[src/hdl/rtcra_pkg.sv]
// ---------------------------------------------------------------------------
// rtcra_pkg
// Types, constants and helpers shared by the RTC register access block.
// ---------------------------------------------------------------------------
package rtcra_pkg;

    localparam int QUEUE_DEPTH_DEF = 4;
    localparam int OUT_DEPTH       = 2;

    localparam logic [5:0] LAST_PHASE    = 6'd33;
    // First phase that carries the data byte (bit 8 setup)
    localparam logic [5:0] DATA_PHASE    = 6'd17;
    localparam logic [6:0] MAX_WR_VALUE  = 7'd99;

    typedef enum logic [1:0] {
        REQ_TICK  = 2'd0,
        REQ_WRITE = 2'd1,
        REQ_READ  = 2'd2,
        REQ_NONE  = 2'd3
    } t_req_kind;

    typedef struct packed {
        t_req_kind   kind;
        logic [7:0]  cmd;
        logic [7:0]  bcd;
        logic        sda;
    } t_item;

    typedef struct packed {
        logic        rst_pin;
        logic        sck_pin;
        logic        sda_out;
        logic        sda_drive;
        logic        busy;
        logic        done;
        logic [7:0]  read_value;
    } t_result;

    // Clamp to 99 and split into two BCD digits (divide by 10 via reciprocal)
    function automatic logic [7:0] bin_to_bcd(input logic [6:0] value);
        logic [6:0]  v;
        logic [14:0] prod;
        logic [3:0]  tens;
        logic [6:0]  ones;
        v    = (value > MAX_WR_VALUE) ? MAX_WR_VALUE : value;
        prod = 15'(v) * 15'd205;
        tens = prod[14:11];
        ones = v - 7'({tens, 3'b000}) - 7'({tens, 1'b0});
        return {tens, ones[3:0]};
    endfunction

    // High nibble times ten plus low nibble
    function automatic logic [7:0] bcd_to_bin(input logic [7:0] bcd);
        logic [7:0] hi;
        hi = {4'b0000, bcd[7:4]};
        return (hi << 3) + (hi << 1) + {4'b0000, bcd[3:0]};
    endfunction

endpackage

[src/hdl/rtcra_front.sv]
// ---------------------------------------------------------------------------
// rtcra_front
// Accepts transactions, classifies them and queues them for the engine.
// ---------------------------------------------------------------------------
module rtcra_front
    import rtcra_pkg::*;
#(
    parameter int QUEUE_DEPTH = QUEUE_DEPTH_DEF
) (
    input  logic        i_clk,
    input  logic        i_rst_n,
    input  logic        push,
    output logic        full,
    input  logic [1:0]  i_req_type,
    input  logic [7:0]  i_cmd_addr,
    input  logic [6:0]  i_wr_value,
    input  logic        i_sda_in,
    output logic        o_item_valid,
    input  logic        i_item_take,
    output t_item       o_item
);

    localparam int PTR_W = $clog2(QUEUE_DEPTH);
    localparam int CNT_W = $clog2(QUEUE_DEPTH + 1);

    t_item              r_mem [QUEUE_DEPTH];
    logic [PTR_W-1:0]   r_wr_ptr, r_rd_ptr;
    logic [CNT_W-1:0]   r_count, n_count;
    t_item              w_class;
    logic               w_push, w_pop;

    always_comb begin
        w_class.sda  = i_sda_in;
        w_class.cmd  = i_cmd_addr;
        w_class.bcd  = 8'h00;
        w_class.kind = REQ_NONE;
        unique case (t_req_kind'(i_req_type))
            REQ_TICK: begin
                w_class.kind = REQ_TICK;
            end
            REQ_WRITE: begin
                w_class.kind = REQ_WRITE;
                w_class.cmd  = {i_cmd_addr[7:1], 1'b0};
                w_class.bcd  = bin_to_bcd(i_wr_value);
            end
            REQ_READ: begin
                w_class.kind = REQ_READ;
                w_class.cmd  = {i_cmd_addr[7:1], 1'b1};
            end
            default: begin
                w_class.kind = REQ_NONE;
            end
        endcase
    end

    assign full         = (r_count == CNT_W'(QUEUE_DEPTH));
    assign o_item_valid = (r_count != '0);
    assign o_item       = r_mem[r_rd_ptr];
    assign w_push       = push && !full;
    assign w_pop        = o_item_valid && i_item_take;

    always_comb begin
        n_count = r_count;
        if (w_push && !w_pop) begin
            n_count = r_count + 1'b1;
        end else if (!w_push && w_pop) begin
            n_count = r_count - 1'b1;
        end
    end

    always_ff @(posedge i_clk) begin
        if (w_push) begin
            r_mem[r_wr_ptr] <= w_class;
        end
    end

    always_ff @(posedge i_clk) begin
        if (!i_rst_n) begin
            r_wr_ptr <= '0;
            r_rd_ptr <= '0;
            r_count  <= '0;
        end else begin
            r_count <= n_count;
            if (w_push) begin
                r_wr_ptr <= (r_wr_ptr == PTR_W'(QUEUE_DEPTH - 1)) ? '0 : r_wr_ptr + 1'b1;
            end
            if (w_pop) begin
                r_rd_ptr <= (r_rd_ptr == PTR_W'(QUEUE_DEPTH - 1)) ? '0 : r_rd_ptr + 1'b1;
            end
        end
    end

endmodule

[src/hdl/rtcra_engine.sv]
// ---------------------------------------------------------------------------
// rtcra_engine
// Steps the pins one item per cycle into a result buffer while it has room.
// ---------------------------------------------------------------------------
module rtcra_engine
    import rtcra_pkg::*;
(
    input  logic        i_clk,
    input  logic        i_rst_n,
    input  logic        i_item_valid,
    output logic        o_item_take,
    input  t_item       i_item,
    output logic        empty,
    input  logic        pop,
    output t_result     o_result
);

    localparam int OPTR_W = $clog2(OUT_DEPTH);
    localparam int OCNT_W = $clog2(OUT_DEPTH + 1);

    logic [5:0]   r_phase, n_phase;
    logic [15:0]  r_out_shift, n_out_shift;
    logic [7:0]   r_in_shift, n_in_shift;
    logic         r_read_mode, n_read_mode;
    logic         r_busy, n_busy;
    logic [3:0]   r_pins, n_pins;      // {drive, sda, sck, rst}
    logic         w_done;
    logic [7:0]   w_rv;
    logic         w_adv, w_pop;
    t_result      w_res;

    t_result            r_obuf [OUT_DEPTH];
    logic [OPTR_W-1:0]  r_owr, r_ord;
    logic [OCNT_W-1:0]  r_ocnt;

    assign w_pop       = pop && !empty;
    assign o_item_take = (r_ocnt != OCNT_W'(OUT_DEPTH)) || w_pop;
    assign w_adv       = i_item_valid && o_item_take;
    assign empty       = (r_ocnt == '0);
    assign o_result    = r_obuf[r_ord];

    always_comb begin
        n_phase     = r_phase;
        n_out_shift = r_out_shift;
        n_in_shift  = r_in_shift;
        n_read_mode = r_read_mode;
        n_busy      = r_busy;
        n_pins      = r_pins;
        w_done      = 1'b0;
        w_rv        = 8'h00;
        case (i_item.kind) inside
            REQ_WRITE, REQ_READ: begin
                if (!r_busy) begin
                    n_read_mode = (i_item.kind == REQ_READ);
                    n_out_shift = (i_item.kind == REQ_READ) ? {8'h00, i_item.cmd}
                                                            : {i_item.bcd, i_item.cmd};
                    n_in_shift  = 8'h00;
                    n_phase     = 6'd0;
                    n_busy      = 1'b1;
                    n_pins      = 4'b0000;
                end
            end
            REQ_TICK: begin
                if (r_busy) begin
                    n_phase = r_phase + 1'b1;
                    if (r_phase == 6'd0) begin
                        n_pins = 4'b0001;
                    end else if (r_phase < LAST_PHASE) begin
                        if (r_phase[0]) begin
                            // setup phase: clock low
                            if (r_read_mode && (r_phase >= DATA_PHASE)) begin
                                n_in_shift = {i_item.sda, r_in_shift[7:1]};
                                n_pins     = 4'b0001;
                            end else begin
                                n_pins = {1'b1, r_out_shift[0], 2'b01};
                            end
                        end else begin
                            // clock high, data held
                            n_pins      = {r_pins[3:2], 2'b11};
                            n_out_shift = {1'b0, r_out_shift[15:1]};
                        end
                    end else begin
                        n_pins = 4'b0000;
                        w_done = 1'b1;
                        n_busy = 1'b0;
                        if (r_read_mode) begin
                            w_rv = bcd_to_bin(r_in_shift);
                        end
                    end
                end
            end
            default: begin
            end
        endcase
    end

    always_comb begin
        w_res.rst_pin    = n_pins[0];
        w_res.sck_pin    = n_pins[1];
        w_res.sda_out    = n_pins[2];
        w_res.sda_drive  = n_pins[3];
        w_res.busy       = n_busy;
        w_res.done       = w_done;
        w_res.read_value = w_rv;
    end

    always_ff @(posedge i_clk) begin
        if (w_adv) begin
            r_obuf[r_owr] <= w_res;
        end
    end

    always_ff @(posedge i_clk) begin
        if (!i_rst_n) begin
            r_phase     <= '0;
            r_out_shift <= '0;
            r_in_shift  <= '0;
            r_read_mode <= 1'b0;
            r_busy      <= 1'b0;
            r_pins      <= '0;
            r_owr       <= '0;
            r_ord       <= '0;
            r_ocnt      <= '0;
        end else begin
            if (w_adv) begin
                r_phase     <= n_phase;
                r_out_shift <= n_out_shift;
                r_in_shift  <= n_in_shift;
                r_read_mode <= n_read_mode;
                r_busy      <= n_busy;
                r_pins      <= n_pins;
                r_owr       <= (r_owr == OPTR_W'(OUT_DEPTH - 1)) ? '0 : r_owr + 1'b1;
            end
            if (w_pop) begin
                r_ord <= (r_ord == OPTR_W'(OUT_DEPTH - 1)) ? '0 : r_ord + 1'b1;
            end
            if (w_adv && !w_pop) begin
                r_ocnt <= r_ocnt + 1'b1;
            end else if (!w_adv && w_pop) begin
                r_ocnt <= r_ocnt - 1'b1;
            end
        end
    end

endmodule

[src/hdl/three_wire_rtc_register_access.sv]
// Path: a pushed transaction is registered in the front queue, then its result
// in the engine's result buffer, from which it drives the result ports.
// Throughput: one transaction per cycle while the result buffer has room or is popped.
// Reset: synchronous, active low; clears both queues, the phase counter, the
// shift registers and the pin levels (all low, data line released).
// ---------------------------------------------------------------------------
// three_wire_rtc_register_access
// Master side of a three-wire serial register access: request transactions
// start a one-register write or read, tick transactions walk the pins.
// ---------------------------------------------------------------------------
module three_wire_rtc_register_access
    import rtcra_pkg::*;
#(
    parameter int QUEUE_DEPTH = QUEUE_DEPTH_DEF    // front queue entries, 2 or more
) (
    input  logic        i_clk,
    input  logic        i_rst_n,
    // input side
    input  logic        push,
    output logic        full,
    input  logic [1:0]  i_req_type,
    input  logic [7:0]  i_cmd_addr,
    input  logic [6:0]  i_wr_value,
    input  logic        i_sda_in,
    // result side
    output logic        empty,
    input  logic        pop,
    output logic        o_rst_pin,
    output logic        o_sck_pin,
    output logic        o_sda_out,
    output logic        o_sda_drive,
    output logic        o_busy_res,
    output logic        o_done_res,
    output logic [7:0]  o_read_value
);

    // Classified transaction between front and engine
    logic     w_item_valid;
    logic     w_item_take;
    t_item    w_item;
    t_result  w_result;

    // Front: forces the command read/write bit, converts the write value to
    // BCD (clamped to 99) and queues the transaction.
    rtcra_front #(
        .QUEUE_DEPTH (QUEUE_DEPTH)
    ) u_front (
        .i_clk        (i_clk),
        .i_rst_n      (i_rst_n),
        .push         (push),
        .full         (full),
        .i_req_type   (i_req_type),
        .i_cmd_addr   (i_cmd_addr),
        .i_wr_value   (i_wr_value),
        .i_sda_in     (i_sda_in),
        .o_item_valid (w_item_valid),
        .i_item_take  (w_item_take),
        .o_item       (w_item)
    );

    // Engine: 34 ticks per register access (enable rise, 16 bits at two ticks each,
    // enable fall). Results land in a two-entry buffer so the engine keeps running
    // while the oldest result waits to be popped, until the buffer is full.
    rtcra_engine u_engine (
        .i_clk        (i_clk),
        .i_rst_n      (i_rst_n),
        .i_item_valid (w_item_valid),
        .o_item_take  (w_item_take),
        .i_item       (w_item),
        .empty        (empty),
        .pop          (pop),
        .o_result     (w_result)
    );

    assign o_rst_pin    = w_result.rst_pin;
    assign o_sck_pin    = w_result.sck_pin;
    assign o_sda_out    = w_result.sda_out;
    assign o_sda_drive  = w_result.sda_drive;
    assign o_busy_res   = w_result.busy;
    assign o_done_res   = w_result.done;
    assign o_read_value = w_result.read_value;

endmodule

[config.mk]
export PLATFORM = sky130hd
export DESIGN_NAME = three_wire_rtc_register_access
export DESIGN_NICKNAME = d
export VERILOG_FILES = /design/src/hdl/rtcra_pkg.sv /design/src/hdl/rtcra_front.sv /design/src/hdl/rtcra_engine.sv /design/src/hdl/three_wire_rtc_register_access.sv
export SDC_FILE = /design/constraint.sdc
export NUM_CORES = 1
export LEC_CHECK = 0
export BUFFER_PORTS_ARGS = -buffer_cell sky130_fd_sc_hd__buf_2
export CAP_MARGIN = 20
export CORE_MARGIN = 5
export CORE_UTILIZATION = 32
export DETAILED_ROUTE_END_ITERATION = 8
export PLACE_DENSITY = 0.57
export SLEW_MARGIN = 20
export SYNTH_ARGS = -nofsm -noshare
export SYNTH_HDL_FRONTEND = slang
export SYNTH_SLANG_ARGS = --single-unit
[constraint.sdc]
create_clock -name i_clk -period 5.7 [get_ports i_clk]
set_input_delay 1.14 -clock i_clk [delete_from_list [all_inputs] [get_ports i_clk]]
set_output_delay 1.14 -clock i_clk [all_outputs]
set_load 0.01 [all_outputs]
* After elaboration in Yosys (flattened, before gate mapping)
Memories as Yosys holds them, arrays and structs flattened. A register that Yosys moved wholly into a read port is not among the register bits.
Cells that the tools add are included.
Widths: inputs -> output; s select.
** Cells by class
- Add/subtract/negate cells :: 13
- Multiply operators :: 1
- Magnitude comparators :: 3
- Equal/unequal tests :: 11
- Muxes and demuxes :: 64
- Bitwise gates (word level) :: 1
- Reductions and logical operators :: 31
** Operator list (number)
- $mux 16 :: 8
- $mux 8 :: 15
- $mux 4 :: 8
- $mux 6 :: 4
- $mux 1 :: 18
- $mul 7x8->15 const B :: 1
- $reduce_bool 2->1 :: 7
- $mux 2 :: 6
- $add 7x5->8 :: 1
- $add 8x4->8 :: 1
- $eq 2x2->1 const B :: 4
- $logic_and 1x1->1 :: 8
- $ne 2x2->1 const B :: 4
- $reduce_and 8->1 :: 1
- $sub 4x4->4 :: 2
- $gt 7x7->1 const B :: 1
- $mux 7 :: 1
- $reduce_and 7->1 :: 1
- $add 2x1->2 const B :: 3
- $add 6x1->6 const B :: 1
- $ge 6x5->1 const B :: 1
- $logic_not 2->1 :: 3
- $logic_not 6->1 :: 1
- $lt 6x6->1 const B :: 1
- 16 further kinds :: 23
** Storage, ports and cells
- Register bits :: 47
- Bits in writable memories :: 104
- Input port bits :: 22
- Output and inout port bits :: 16
- Logic and storage cells :: 138
- Memories kept :: 2
** Memory list
- u_front.r_mem :: words 4, width 19, read ports 1, clocked after memory_dff 1, write ports 1, RTL line rtcra_front.sv:26 : t_item r_mem [QUEUE_DEPTH];
- u_engine.r_obuf :: words 2, width 14, read ports 1, clocked after memory_dff 1, write ports 1, RTL line rtcra_engine.sv:32 : t_result r_obuf [OUT_DEPTH];

* Depth between registers and ports, before layout
Gate-level depths: netlist of run 1.
- Depth after elaboration :: 9
- Gate-level depth with buffers :: 22
- Mapped depth without buffers :: 22

* Modules after synthesis
A second synthesis of run 1 with hierarchy kept.
** Second synthesis, totals
- Cell total of the unflattened synthesis :: 566
- Area, all modules :: 7589.8 um2
** By module, submodules not included
- rtcra_front :: instances 1, cells each 264, area each 4272.8 um2, sequential area each 2462.4 um2
- rtcra_engine :: instances 1, cells each 302, area each 3316.9 um2, sequential area each 1661.6 um2

* Worst setup path before layout of run 1
OpenSTA, ideal clock, no wires.
- Kind :: input port to flip-flop
- From :: in i_wr_value[3]
- To :: mem u_front.r_mem[0][4] (netlist name) (data pin)
- Setup time :: 0.263 ns
- Arrival time :: 4.985 ns
- Required time :: 5.437 ns
- Slack :: 0.452 ns
- Cell stages on the path :: 22
- Path buffers :: 0
- Cells stage by stage :: nor3_1 -> nor2_1 -> nor2_1 -> inv_1 -> ha_1 -> inv_1 -> fa_1 -> inv_1 -> ha_1 -> ha_1 -> ha_1 -> a21o_1 -> a21oi_1 -> o21ai_0 -> a21oi_1 -> o21bai_1 -> xor2_1 -> ha_1 -> xnor2_1 -> xnor3_1 -> xnor2_1 -> and2_1
** RTL lines
- start, declared :: RTL line three_wire_rtc_register_access.sv:23 : input logic [6:0] i_wr_value,
- end, declared :: RTL line rtcra_front.sv:26

==> flow_summary.yaml, run 1 <==
timing:
  fmax_mhz: 194
  worst_slack_ns: 0.533
  finalCritPeriodShare_pct: 90.7
  fin_crit_ns: 5.17
  rsz0062_at_grt: "no"
  tns_ns: 0
  skew_ns: 0.00959
  worst_slew_pin_slew_ns: 1.07
  hold_viol: 0
  slew_headroom_pct: 28.7
  finalSetupViolCount: 0
  slew_viol_final: 0
synth:
  yosysTopAreaCell: "edfxtp_1"
  synth_top_area_share_pct: 40.7
  synth_ff_type: "edfxtp_1"
  postSynthRegisterBits: 154
  syn_area_um2: 7670
  synthDistinctLibCells: 55
  netlist_instances: 576
  postSynth.asyncResetShare_pct: 0
  syn_nets: 671
  synth.top_cells.by_area: "edfxtp_1, dfxtp_1, ha_1"
  synth_edf_count: 104
  ys_seq_area_share_pct: 53.7
  syn_avg_cell_area_um2: 13.3
  yosys_warnings: 0
placement:
  dpl.hpwl_um: 9450
  place_inst: 919
  dp_slack_ns: 0.0876
  gp_congestion: 0.784
  port-buffer-count: 37
floorplanning:
  dieArea_um2: 27200
  fp.dieW_um: 165
  die_h_um: 165
  core_um2: 23500
  start_util_pct: 32.6
  io_pins: 38
  rows: 56
setup_path:
  cp.required_ns: 5.86
  crit_type: "in2reg"
  critPathCaptureType: "register"
  path_max_fanout: 6
  cp-start-kind: "primary input"
  arrival_ns: 5.33
cts:
  cts_sinks: 154
  insertion_delay_ns: 0.42
  tritoncts: "built"
  postCtsHoldBufs: 0
  clkTransAtPathRegs_ns: 0.06
  h-tree-depth: 4
  clock_path_buffers: 2
  cts_setup_buffers: 0
  cts_resized: 0
  cts-root-buf: "clkbuf_16"
  cts_made_buffers: 17
route:
  drcViolationCount: 0
  num_vias: 4425
  post_drt_wl_per_cell_um: 14.2
  drtIter0Drc: 165
  vias_per_cell: 4.65
  routed_wl_um: 13500
  drtPass1Iterations: 4
  ant_nets: 0
outcome:
  run_status: "finished clean"
grt:
  gr-total-overflow: 0
  antenna_found_initial: 0
  grt_pass1_wl_um: 22600
  gr-usage-all-layers_pct: 10.5
  grt_pass1_vias: 4588
  grt_max_degree: 45
cells_and_area:
  area_growth_pct: 15.5
  fin_util_pct: 37.7
  finalNonFillerCells: 952
  drive_gt1_share_pct: 20.5
  nets: 715
  num_antenna_cells: 0
power:
  powerDensity_nw_per_um2: 487
  power_leakage_uw: 0.00358
  power.total_uw: 4320
  ir_worst_vdd_uv: 192
job:
  maxCapViolCount: 0
min_path:
  min_path_type: "reg2reg"
metal layers:
layer | track usage [%] | part of all wire, % | wire (µm)
met1 | 13.6 | 48 | 6460
met2 | 17.2 | 47 | 6400
met3 | 2.75 | 3.8 | 511
met4 | 3.18 | 0.98 | 132
met5 | 0 | 0 | 0
worst paths after layout:
| check | startpoint | endpoint | slack [ns] | depth (start not counted) |
|---|---|---|---|---|
| hold reg to reg | u_engine.r_out_shift[15] | u_engine.r_out_shift[15] | 0.49 | 2 |
| setup / recovery | i_wr_value[5] | u_front.r_mem[0][4] | 0.53 | 21 |
| hold / removal | u_engine.r_out_shift[15] | u_engine.r_out_shift[15] | 0.49 | 2 |
| setup reg to reg | register | u_engine.r_phase[5] | 2.05 | 11 |
cell families after synthesis:
family / count (synthesis) / synth area share, %
XOR/XNOR: 19 / 2.35
buffers and inverters: 59 / 3.10
adder cells (fa/ha/maj): 73 / 13.0
flip-flops: 154 / 53.7
AND/OR/NAND/NOR: 145 / 10.1
multiplexers: 48 / 9.60
AO/OA/AOI/OAI: 78 / 8.18
critical path: stages:
cell and delay, ns:
buf_2 0.15, nand2_1 0.11, and2_1 0.22, ha_1 0.31, inv_1 0.06, fa_1 0.53, inv_1 0.04, ha_1 0.31
fa_1 0.42, ha_1 0.30, a21o_1 0.18, a21oi_1 0.13, o21ai_0 0.10, a21oi_1 0.16, o21bai_1 0.08, xor2_1 0.16
ha_1 0.20, xnor2_1 0.17, xnor3_1 0.24, xnor2_1 0.13, and2_1 0.18
layout make-up:
cell class                 instances  area [µm²]
clock buffer                      18         429
clock inverter                    14         194
fill                            2265       14700
inverter                          38         143
multi-input combinational        363        3320
sequential                       154        4120
tap                              319         399
timing repair buffer              46         260
layout by cell type (no fill, tap or decap), drive strengths merged, types with 13 or more instances in the layout:
cell      n
a21oi    13
a22oi    16
and2     22
buf      46
clkbuf   18
dfxtp    50
edfxtp  104
ha       62
inv      40
mux2     15
mux2i    14
mux4     19
nand2    36
nor2     27
nor2b    18
o211a    16
flip-flops by register name (all words and copies together) (netlist names), named ones only:
signal,count
u_front.r_mem,76
u_engine.r_busy,1
u_front.r_rd_ptr,2
u_engine.r_ord,1
u_engine.r_ocnt,2
u_engine.r_read_mode,1
u_front.r_wr_ptr,2
u_engine.r_obuf,28
u_front.r_count,3
u_engine.r_out_shift,16
u_engine.r_owr,1
u_engine.r_in_shift,8
u_engine.r_phase,6
u_engine.r_pins,4
power by group:
group          switching [µW]  internal (µW)  total (µW)
logic                     868            685        1550
clock network             432            735        1170
registers                 119           1480        1600
total                    1420           2900        4320
synth_stat cells (3+ instances only):
library cell and instances:
a21boi_0 6, a21o_1 4, a21oi_1 12, a22oi_1 16
and2_1 21, and3_1 4, buf_2 3, clkbuf_1 14
dfxtp_1 50, edfxtp_1 104, fa_1 11, ha_1 62
inv_1 37, mux2_2 15, mux2i_1 14, mux4_2 19
nand2_1 36, nand2b_1 3, nand3_1 8, nor2_1 27
nor2b_1 18, nor3_1 5, nor3b_1 6, o211a_1 16
o21ai_0 10, or2_2 4, xnor2_1 9, xor2_1 9
stage by stage:
| step | area (µm²) | hold WS (ns) |
|---|---|---|
| CTS | 8850 | 0.493 |
| global route | 8870 | 0.514 |
| floorplan | 7670 | 0.455 |
| finish | 8870 | 0.492 |
| detailed placement | 8230 | 0.484 |
| global placement | 8220 | 0.470 |
No activity file was read; power rests on OpenSTA's default activity.
==> run 2: changes to the inputs <==
--- a/config.mk
+++ b/config.mk
@@ -5,12 +5,14 @@
 export SDC_FILE = /design/constraint.sdc
 export NUM_CORES = 1
 export LEC_CHECK = 0
+export ABC_CLOCK_PERIOD_IN_PS = 5700
 export BUFFER_PORTS_ARGS = -buffer_cell sky130_fd_sc_hd__buf_2
 export CAP_MARGIN = 20
-export CORE_MARGIN = 5
+export CORE_MARGIN = 2
 export CORE_UTILIZATION = 32
 export DETAILED_ROUTE_END_ITERATION = 8
 export PLACE_DENSITY = 0.57
+export REMOVE_ABC_BUFFERS = 1
 export SLEW_MARGIN = 20
 export SYNTH_ARGS = -nofsm -noshare
 export SYNTH_HDL_FRONTEND = slang
==> run 2 against run 1 <==
Effect of this change: utilization fell by 0.22 points; total power fell by 1.9%; hold slack got worse by 0.0015 ns; largest cell class unchanged.
==> flow_summary.yaml, run 2 (synthesized netlist as in run 1, its figures left out) <==
timing:
  tns_ns: 0
  finalCritPeriodShare_pct: 90.0
  hold_viol: 0
  fin_crit_ns: 5.13
  slew_headroom_pct: 41.4
  rsz0062_at_grt: "no"
  worst_slew_pin_slew_ns: 0.879
  slew_viol_final: 0
  finalSetupViolCount: 0
  worst_slack_ns: 0.571
  fmax_mhz: 195
  skew_ns: 0.00737
cells_and_area:
  nets: 714
  largest-register: "u_front.r_mem"
  layout_commonest_cell: "edfxtp_1"
  largest_reg_flops: 76
  reg_top3: "u_front.r_mem x76, u_engine.r_obuf x28, u_engine.r_out_shift x16"
  num_antenna_cells: 0
  drive_gt1_share_pct: 20.7
  area_growth_pct: 14.9
  fin_util_pct: 37.4
  final_cell_mix: "edfxtp_1, ha_1, dfxtp_1, inv_1, buf_2"
placement:
  dp_slack_ns: 0.0791
  dpl.hpwl_um: 9540
  port-buffer-count: 37
  gp_congestion: 0.791
cts:
  cts_setup_buffers: 0
  insertion_delay_ns: 0.43
  cts_sinks: 154
  cts_resized: 0
  clock_path_buffers: 2
  cts-root-buf: "clkbuf_16"
  postCtsHoldBufs: 0
  h-tree-depth: 4
  cts_made_buffers: 17
  tritoncts: "built"
  clkTransAtPathRegs_ns: 0.06
floorplanning:
  die_h_um: 159
  fp.dieW_um: 159
  io_pins: 38
  start_util_pct: 32.6
  core_um2: 23500
  rows: 56
  dieArea_um2: 25200
route:
  drcViolationCount: 0
  drtIter0Drc: 203
  routed_wl_um: 13700
  num_vias: 4431
  ant_nets: 0
  drtPass1Iterations: 5
  post_drt_wl_per_cell_um: 14.4
  vias_per_cell: 4.66
grt:
  antenna_found_initial: 0
  grt_pass1_vias: 4715
  gr-usage-all-layers_pct: 11.6
  gr-total-overflow: 0
  grt_max_degree: 45
  grt_pass1_wl_um: 23500
setup_path:
  reg2reg_depth: 11
  r2r-end: "u_engine.r_out_shift[15]"
  critPathCaptureType: "register"
  arrival_ns: 5.30
  cp-start-kind: "primary input"
  cpPeakStageDelay_ns: 0.53
  rrSetupSlack_ns: 1.65
  path_max_fanout: 6
  crit_type: "in2reg"
  cpMaxStageDelayCell: "fa_1"
  cp_cell_sequence: "buf_2, nand2_1, and2_1, ha_1, inv_1, fa_1, inv_1, ha_1, fa_1, ha_1, a21o_1, a21oi_1, o21ai_0, a21oi_1, o21bai_1, xor2_1, ha_1, xnor2_1, xnor3_1, xnor2_1, and2_1"
  path_common_cell: "ha_1"
  cp.required_ns: 5.87
min_path:
  worstHoldEndpoint: "u_engine.r_out_shift[15]"
  min_from: "u_engine.r_out_shift[15]"
  min_path_type: "reg2reg"
  holdPathStages: 2
power:
  powerDensity_nw_per_um2: 480
  p_int_uw: 2790
  p_switching_uw: 1450
  power_leakage_uw: 0.00355
  pwr-share-comb_pct: 36.4
  pwr-share-seq_pct: 38.0
  ir_worst_vdd_uv: 269
  clkPwrFrac_pct: 25.7
  swShare_pct: 34.2
job:
  maxCapViolCount: 0
outcome:
  run_status: "finished clean"
run 2: cell types whose count changed in the layout (fill, tap and decap cells not counted):
cell / before / now
bufinv_16: 4 / 1
clkbuf_1: 1 / 0
inv_8: 0 / 2
buf_4: 8 / 7
clkinvlp_4: 1 / 2
and2_1: 19 / 18
clkinv_4: 3 / 2
and2_2: 3 / 4
clkbuf_8: 0 / 1
clkinv_2: 2 / 1
inv_6: 3 / 5
run 2: layout make-up:
| cell class | count | area, µm² |
|---|---|---|
| fillers | 2276 | 14700 |
| multi-input cells | 363 | 3320 |
| repair buffers | 45 | 253 |
| inverters | 38 | 143 |
| clock inverters | 14 | 138 |
| well taps | 319 | 399 |
| flip-flops and latches | 154 | 4120 |
| clock buffers | 18 | 439 |
run 2: worst max-delay path by stage:
stage / endpoint / from / cells after the start
after floorplan: u_front.r_mem[0][4] / i_wr_value[3] / 22
after global placement: u_front.r_mem[0][4] / i_wr_value[5] / 21
after detailed placement: u_front.r_mem[2][4] / i_wr_value[5] / 21
after CTS: u_front.r_mem[1][4] / i_wr_value[5] / 21
after global routing: u_front.r_mem[3][4] / i_wr_value[5] / 21
final: u_front.r_mem[3][4] / i_wr_value[5] / 21
run 2: metal layers:
layer | wire (µm) | GRT usage, %
met4 | 198 | 4.21
met2 | 6860 | 20.3
met5 | 0 | 0
met1 | 6240 | 13.8
met3 | 446 | 2.95
run 2: power by group through the flow:
stage	clock, µW	combinational [µW]	sequential [µW]
floorplan	0	1140	1620
global placement	0	1500	1620
detailed placement	0	1560	1630
CTS	1110	1570	1610
global route	1160	1750	1640
finish	1090	1540	1610
run 2: metrics by stage:
stage | power, µW | std cells | hold slack, ns | cell area, µm²
final | 4230 | 951 | 0.491 | 8810
after floorplan | 2760 | 555 | 0.455 | 7580
after global routing | 4550 | 951 | 0.498 | 8810
after detailed placement | 3190 | 919 | 0.481 | 8230
after CTS | 4290 | 951 | 0.490 | 8810
after global placement | 3130 | 918 | 0.467 | 8220
run 2: critical path, delay by kind of cell:
kind,cells,cell delay [ns]
adder cells (fa/ha/maj),6,2.09
AO/OA/AOI/OAI,5,0.64
XOR/XNOR,4,0.69
AND/OR/NAND/NOR,3,0.49
buffers and inverters,3,0.24
